--- config.mk ---
export PLATFORM = sky130hd
export DESIGN_NAME = rsa_modular_exponentiation
export DESIGN_NICKNAME = d
export VERILOG_FILES = /design/src/hdl/rme_pkg.sv /design/src/hdl/rme_cell.sv /design/src/hdl/rme_mulmod.sv /design/src/hdl/rsa_modular_exponentiation.sv
export SDC_FILE = /design/constraint.sdc
export NUM_CORES = 1
export LEC_CHECK = 0
export BUFFER_PORTS_ARGS = -buffer_cell sky130_fd_sc_hd__buf_2
export CAP_MARGIN = 20
export CORE_MARGIN = 5
export CORE_UTILIZATION = 47
export DETAILED_ROUTE_END_ITERATION = 8
export PLACE_DENSITY_LB_ADDON = 0.12
export SLEW_MARGIN = 20
export SYNTH_ARGS = -nofsm -noshare
export SYNTH_HDL_FRONTEND = slang
export SYNTH_HIERARCHICAL = 1
export SYNTH_SLANG_ARGS = --single-unit
--- constraint.sdc ---
create_clock -name clk -period 8.1 [get_ports clk]
set_clock_uncertainty 0.2 [all_clocks]
set_input_delay 0 -clock clk [delete_from_list [all_inputs] [get_ports clk]]
set_output_delay 0 -clock clk [all_outputs]
set_load 0.05 [all_outputs]
--- src/hdl/rme_pkg.sv ---
// Shared types and constants for the modular exponentiation block.
// No dependencies.
package rme_pkg;

  localparam logic [1:0] REG_MODULUS  = 2'd0;
  localparam logic [1:0] REG_PUB_EXP  = 2'd1;
  localparam logic [1:0] REG_PRIV_EXP = 2'd2;

  localparam int unsigned RESET_PUB_EXP = 3;

  localparam logic OP_ENCRYPT = 1'b0;
  localparam logic OP_DECRYPT = 1'b1;

  typedef struct packed {
    logic busy;
    logic done;
  } mm_stat_t;

  typedef enum logic [4:0] {
    S_IDLE = 5'b00001,
    S_RED  = 5'b00010,
    S_STEP = 5'b00100,
    S_MUL  = 5'b01000,
    S_SQR  = 5'b10000
  } rme_state_t;

endpackage

--- src/hdl/rme_cell.sv ---
// One bit cell of the multiplier shift chain.
// Depends on nothing.
module rme_cell (
  input  logic clk,
  input  logic load,
  input  logic ld_bit,
  input  logic shift_in,
  output logic q
);

  logic q_r;

  always_ff @(posedge clk) begin
    if (load) begin
      q_r <= ld_bit;
    end else begin
      q_r <= shift_in;
    end
  end

  assign q = q_r;

endmodule

--- src/hdl/rme_mulmod.sv ---
// Interleaved shift-add modular multiplier, one multiplier bit per cycle.
// Depends on rme_pkg and rme_cell.
module rme_mulmod #(
  parameter int MOD_BITS = 14
) (
  input  logic                clk,
  input  logic                rst_n,
  input  logic                start,
  input  logic [MOD_BITS-1:0] op_a,
  input  logic [MOD_BITS-1:0] op_b,
  input  logic [MOD_BITS-1:0] modn,
  output logic [MOD_BITS-1:0] res,
  output rme_pkg::mm_stat_t   stat
);

  localparam int CW = $clog2(MOD_BITS + 1);

  logic [MOD_BITS-1:0] chain;
  logic [MOD_BITS-1:0] acc_r, acc_nxt;
  logic [MOD_BITS-1:0] b_r;
  logic [CW-1:0]       cnt_r, cnt_nxt;
  logic                busy_r, busy_nxt;
  logic                done_r, done_nxt;
  logic [MOD_BITS+1:0] t0, t1, t2, nx;

  genvar g;
  generate
    for (g = 0; g < MOD_BITS; g++) begin : g_cell
      if (g == 0) begin : g_first
        rme_cell u_cell (.clk(clk), .load(start), .ld_bit(op_a[g]),
                         .shift_in(1'b0), .q(chain[g]));
      end else begin : g_rest
        rme_cell u_cell (.clk(clk), .load(start), .ld_bit(op_a[g]),
                         .shift_in(chain[g-1]), .q(chain[g]));
      end
    end
  endgenerate

  always_comb begin
    nx = {2'b00, modn};
    t0 = {1'b0, acc_r, 1'b0} + (chain[MOD_BITS-1] ? {2'b00, b_r} : '0);
    t1 = (t0 >= nx) ? t0 - nx : t0;
    t2 = (t1 >= nx) ? t1 - nx : t1;
    acc_nxt  = acc_r;
    cnt_nxt  = cnt_r;
    busy_nxt = busy_r;
    done_nxt = 1'b0;
    if (start) begin
      acc_nxt  = '0;
      cnt_nxt  = '0;
      busy_nxt = 1'b1;
    end else if (busy_r) begin
      acc_nxt = t2[MOD_BITS-1:0];
      cnt_nxt = cnt_r + 1'b1;
      if (cnt_r == CW'(MOD_BITS - 1)) begin
        busy_nxt = 1'b0;
        done_nxt = 1'b1;
      end
    end
  end

  always_ff @(posedge clk) begin
    if (!rst_n) begin
      busy_r <= 1'b0;
      done_r <= 1'b0;
      cnt_r  <= '0;
    end else begin
      busy_r <= busy_nxt;
      done_r <= done_nxt;
      cnt_r  <= cnt_nxt;
    end
  end

  always_ff @(posedge clk) begin
    acc_r <= acc_nxt;
    if (start) begin
      b_r <= op_b;
    end
  end

  assign res       = acc_r;
  assign stat.busy = busy_r;
  assign stat.done = done_r;

endmodule

--- src/hdl/rsa_modular_exponentiation.sv ---
// Top level: config registers, square-and-multiply sequencer, output register.
// Depends on rme_pkg and rme_mulmod.
//
//  channel | dir | handshake          | payload
//  in      | in  | in_tvalid/tready   | tdata: message, tuser: opcode
//  out     | out | out_tvalid/tready  | tdata: result
//  cfg     | in  | cfg_valid/ready    | cfg_addr, cfg_data
//
// A word is first reduced mod n; then each exponent bit gets a squaring, plus a
// multiply when the bit is set, on the bit-serial multiplier. When n <= 1 the
// result is 0 and no multiply is run.
// One word in flight; the output register holds a result while the next runs.
// Synchronous active-low reset; cfg_ready is always high.
module rsa_modular_exponentiation #(
  parameter int MOD_BITS = 14,
  parameter int EXP_BITS = 20
) (
  input  logic clk,
  input  logic rst_n,
  input  logic                                in_tvalid,
  output logic                                in_tready,
  input  logic [((MOD_BITS+7)/8)*8-1:0]       in_tdata,   // message
  input  logic                                in_tuser,   // opcode
  output logic                                out_tvalid,
  input  logic                                out_tready,
  output logic [((MOD_BITS+7)/8)*8-1:0]       out_tdata,  // result
  input  logic                                cfg_valid,
  output logic                                cfg_ready,
  input  logic [1:0]                          cfg_addr,
  input  logic [((EXP_BITS > MOD_BITS) ? EXP_BITS : MOD_BITS)-1:0] cfg_data
);

  localparam int DW = ((MOD_BITS + 7) / 8) * 8;
  localparam int CNW = $clog2(EXP_BITS + 1);

  logic [MOD_BITS-1:0] modulus_r, pub_r;
  logic [EXP_BITS-1:0] priv_r;

  rme_pkg::rme_state_t state_r, state_nxt;
  logic [MOD_BITS-1:0] n_r, acc_r, acc_nxt, base_r, base_nxt;
  logic [EXP_BITS-1:0] exp_r, exp_nxt;
  logic [CNW-1:0]      cnt_r, cnt_nxt;
  logic                done_r, done_nxt;
  logic                outv_r, outv_nxt;
  logic [MOD_BITS-1:0] outd_r, outd_nxt;

  logic                mm_start;
  logic [MOD_BITS-1:0] mm_a, mm_b, mm_res;
  rme_pkg::mm_stat_t   mm_stat;
  logic                in_acc;
  logic [MOD_BITS-1:0] msg;

  assign cfg_ready = 1'b1;
  assign in_tready = (state_r == rme_pkg::S_IDLE) && !done_r;
  assign in_acc    = in_tvalid && in_tready;
  assign msg       = in_tdata[MOD_BITS-1:0];

  always_ff @(posedge clk) begin
    if (!rst_n) begin
      modulus_r <= MOD_BITS'(1);
      pub_r     <= MOD_BITS'(rme_pkg::RESET_PUB_EXP);
      priv_r    <= EXP_BITS'(1);
    end else if (cfg_valid) begin
      unique case (cfg_addr)
        rme_pkg::REG_MODULUS:  modulus_r <= cfg_data[MOD_BITS-1:0];
        rme_pkg::REG_PUB_EXP:  pub_r     <= cfg_data[MOD_BITS-1:0];
        rme_pkg::REG_PRIV_EXP: priv_r    <= cfg_data[EXP_BITS-1:0];
        default: ;
      endcase
    end
  end

  rme_mulmod #(.MOD_BITS(MOD_BITS)) u_mm (
    .clk(clk), .rst_n(rst_n), .start(mm_start), .op_a(mm_a), .op_b(mm_b),
    .modn(n_r), .res(mm_res), .stat(mm_stat)
  );

  always_comb begin
    state_nxt = state_r;
    acc_nxt   = acc_r;
    base_nxt  = base_r;
    exp_nxt   = exp_r;
    cnt_nxt   = cnt_r;
    done_nxt  = done_r;
    outv_nxt  = outv_r && !out_tready;
    outd_nxt  = outd_r;
    mm_start  = 1'b0;
    mm_a      = base_r;
    mm_b      = base_r;
    if (done_r && !outv_nxt) begin
      outv_nxt = 1'b1;
      outd_nxt = acc_r;
      done_nxt = 1'b0;
    end
    unique case (state_r)
      rme_pkg::S_IDLE: begin
        if (in_acc) begin
          exp_nxt = (in_tuser == rme_pkg::OP_DECRYPT) ? priv_r
                                                      : EXP_BITS'(pub_r);
          cnt_nxt = '0;
          if (modulus_r <= MOD_BITS'(1)) begin
            acc_nxt  = '0;
            done_nxt = 1'b1;
          end else begin
            mm_start  = 1'b1;
            mm_a      = msg;
            mm_b      = MOD_BITS'(1);
            state_nxt = rme_pkg::S_RED;
          end
        end
      end
      rme_pkg::S_RED: begin
        if (mm_stat.done) begin
          base_nxt  = mm_res;
          acc_nxt   = MOD_BITS'(1);
          state_nxt = rme_pkg::S_STEP;
        end
      end
      rme_pkg::S_STEP: begin
        if (cnt_r == CNW'(EXP_BITS)) begin
          done_nxt  = 1'b1;
          state_nxt = rme_pkg::S_IDLE;
        end else if (exp_r[0]) begin
          mm_start  = 1'b1;
          mm_a      = acc_r;
          state_nxt = rme_pkg::S_MUL;
        end else begin
          mm_start  = 1'b1;
          state_nxt = rme_pkg::S_SQR;
        end
      end
      rme_pkg::S_MUL: begin
        if (mm_stat.done) begin
          acc_nxt   = mm_res;
          mm_start  = 1'b1;
          state_nxt = rme_pkg::S_SQR;
        end
      end
      rme_pkg::S_SQR: begin
        if (mm_stat.done) begin
          base_nxt  = mm_res;
          exp_nxt   = exp_r >> 1;
          cnt_nxt   = cnt_r + 1'b1;
          state_nxt = rme_pkg::S_STEP;
        end
      end
      default: state_nxt = rme_pkg::S_IDLE;
    endcase
  end

  always_ff @(posedge clk) begin
    if (!rst_n) begin
      state_r <= rme_pkg::S_IDLE;
      done_r  <= 1'b0;
      outv_r  <= 1'b0;
    end else begin
      state_r <= state_nxt;
      done_r  <= done_nxt;
      outv_r  <= outv_nxt;
    end
  end

  always_ff @(posedge clk) begin
    acc_r  <= acc_nxt;
    base_r <= base_nxt;
    exp_r  <= exp_nxt;
    cnt_r  <= cnt_nxt;
    outd_r <= outd_nxt;
    if (in_acc) begin
      n_r <= modulus_r;
    end
  end

  assign out_tvalid = outv_r;
  assign out_tdata  = DW'(outd_r);

endmodule

==> results.yml <==
finish:
  register_area_um2: 4640
  finalCoreUtilization: 0.545
  drive_gt1_frac: 0.144
  layout.cells.non_filler: 1340
  syn2layout_area_growth_pct: 14.7
  fillerInstances: 1925
  num-nets-final: 1144
  multi_input_area_um2: 4950
  diodes: 0
sta:
  slew_headroom: 0.367
  fmax_ghz: 0.136
  rsz0062_at_grt: "no"
  worstMarginPinSlew_ns: 0.950
  fin_crit_sh: 0.910
  drv_slew: 0
  hold_viol: 0
  setup_tns_ns: 0
  final-setup-viol-count: 0
  min_period_ns: 7.37
global_route:
  overflow: 0
  grt_pass1_wl_mm: 36.0
  grt_pass1_vias: 6897
  grt.total_usage: 0.184
  antenna_found_initial: 0
  grt_start_max_net_pins: 59
drt:
  routedWlPerCell_um: 16.4
  routed_wl_mm: 22.0
  drc_errors: 0
  avgViaCountPerCell: 5.38
  dr_total_vias: 7205
  firstDrtPassIters: 4
  detail-route-antenna-nets: 0
  drt_iter0_markers: 371
placement:
  gp_congestion: 0.889
  hpwl_mm: 15.9
  dp_cells: 1266
  io_buffers: 57
status:
  status: "completed"
clock_tree:
  cts_tree: "done"
  cts_buffers: 17
  cts-root-buf: "clkbuf_16"
  clkSinkCount: 184
  postCtsSetupRepairBufs: 0
  clock_latency_ns: 0.43
  h-tree-depth: 4
  path_clk_slew_ns: 0.07
  max-clock-path-buffers: 2
yosys:
  syn_inst: 971
  yosysWarnings: 6
  synth.avg_cell_area_um2: 10.2
  syn-cell-area_um2: 9930
hold_path:
  hold_end: "exp_r[14]"
  hold_start: "in_tuser"
  hold_path.class: "in2reg"
  hold_depth: 3
critical_path:
  cp-end-kind: "register"
  critPathMaxStageDelay_ns: 0.49
  reg2reg_from: "u_mm/g_cell[13].g_rest.u_cell/q"
  rrSetupSlack_ns: 0.73
  path_class: "reg2reg"
  cp.required_ns: 8.22
  crit_path_start_kind: "register"
  r2r-end: "u_mm/res[8]"
  crit_fanout: 15
  worst_ep_arrival_time_ns: 7.49
  slowest_stage: "dfxtp_2"
  reg2reg_depth: 28
floorplan:
  floorplan.die_area_um2: 24100
  placementRows: 53
  core-area_um2: 20900
  die_w_um: 155
  io_pins: 63
  die_y_um: 155
  start_util: 0.475
flow_run:
  max-cap-violations: 0
[metal layers]
| metal | wire (um) | global-route usage | vias up |
|---|---|---|---|
| li1 | - | - | 3637 |
| met1 | 10100 | 0.249 | 3433 |
| met2 | 10900 | 0.309 | 111 |
| met3 | 629 | 0.0275 | 24 |
| met4 | 355 | 0.0517 | 0 |
| met5 | 0 | 0 | - |
[sequential cells by signal (all words and copies together) (netlist names), 13 cells and up]
register	flops
priv_r	20
exp_r	20
u_mm/b_r	14
u_mm/g_cell.g_rest.u_cell/q	13
modulus_r	14
base_r	14
n_r	14
pub_r	14
acc_r	14
outd_r	14
u_mm/res	14
[metrics by stage]
stage / hold WS [ns] / cell area (um^2) / setup slack, ns
2_1_floorplan: -0.0760 / 9940 / 1.66
3_3_place_gp: 0.0526 / 10400 / 0.726
3_5_place_dp: 0.0627 / 10400 / 0.529
4_1_cts: 0.0254 / 11400 / 0.496
5_1_grt: 0.0448 / 11400 / 0.0331
6_report: 0.0346 / 11400 / 0.726
[what timing repair did]
action,4_1_cts,5_1_grt
hold buffers,42,0
gates resized for setup,0,2
hold endpoints to repair,92,0
endpoints found under the setup margin,0,14
[how the worst max path moves through the flow]
stage / start / to / slack, ns / cells past startpoint
after floorplan: u_mm/g_cell[13].g_rest.u_cell/q / u_mm/res[13] / 1.66 / 32
after global placement: u_mm/g_cell[13].g_rest.u_cell/q / u_mm/res[8] / 0.73 / 30
after detailed placement: u_mm/g_cell[13].g_rest.u_cell/q / u_mm/res[9] / 0.53 / 26
after CTS: u_mm/g_cell[13].g_rest.u_cell/q / u_mm/res[9] / 0.50 / 26
after global routing: u_mm/g_cell[13].g_rest.u_cell/q / u_mm/res[8] / 0.03 / 28
final: u_mm/g_cell[13].g_rest.u_cell/q / u_mm/res[8] / 0.73 / 28
[area by class of cell]
cell class | count | area share
multi-input cells | 712 | 0.435
clock inverters | 11 | 0.00956
well taps | 275 | 0.0302
inverters | 31 | 0.0102
flip-flops and latches | 184 | 0.407
repair buffers | 106 | 0.0666
clock buffers | 21 | 0.0414
[worst max-delay path: cells and delay by family, from the launching register on]
kind,cells,cell delay (ns)
compound gates,14,3.29
fa+ha+maj,4,1.23
buf+inv,2,0.13
flops,1,0.49
simple gates,8,1.91
[placed cells by master (no fill, tap or decap), types with 4 or more instances in the layout]
master / count
o21ai_1: 4
xnor2_1: 20
buf_4: 7
mux2i_1: 24
nand2b_1: 8
a211oi_1: 14
nand4_1: 7
dlygate4sd3_1: 42
edfxtp_1: 95
o21ai_0: 40
nor2b_1: 9
conb_1: 4
a21boi_0: 43
dfxtp_1: 88
and2_1: 57
nand3b_1: 4
clkbuf_16: 18
nor2_1: 57
nand2_1: 150
a31oi_1: 5
nor3_1: 13
a21oi_1: 30
ha_1: 45
nor4_1: 4
a21o_1: 8
xor2_1: 17
mux2_4: 15
mux2_2: 7
o211ai_1: 4
nand3_1: 21
and3_1: 7
o21a_1: 8
buf_2: 57
inv_1: 30
a221o_1: 10
a221o_2: 4
Power is left out: the tool's default activity adds up to more than one toggle a clock period on the data nets, which glitch-free logic cannot reach.
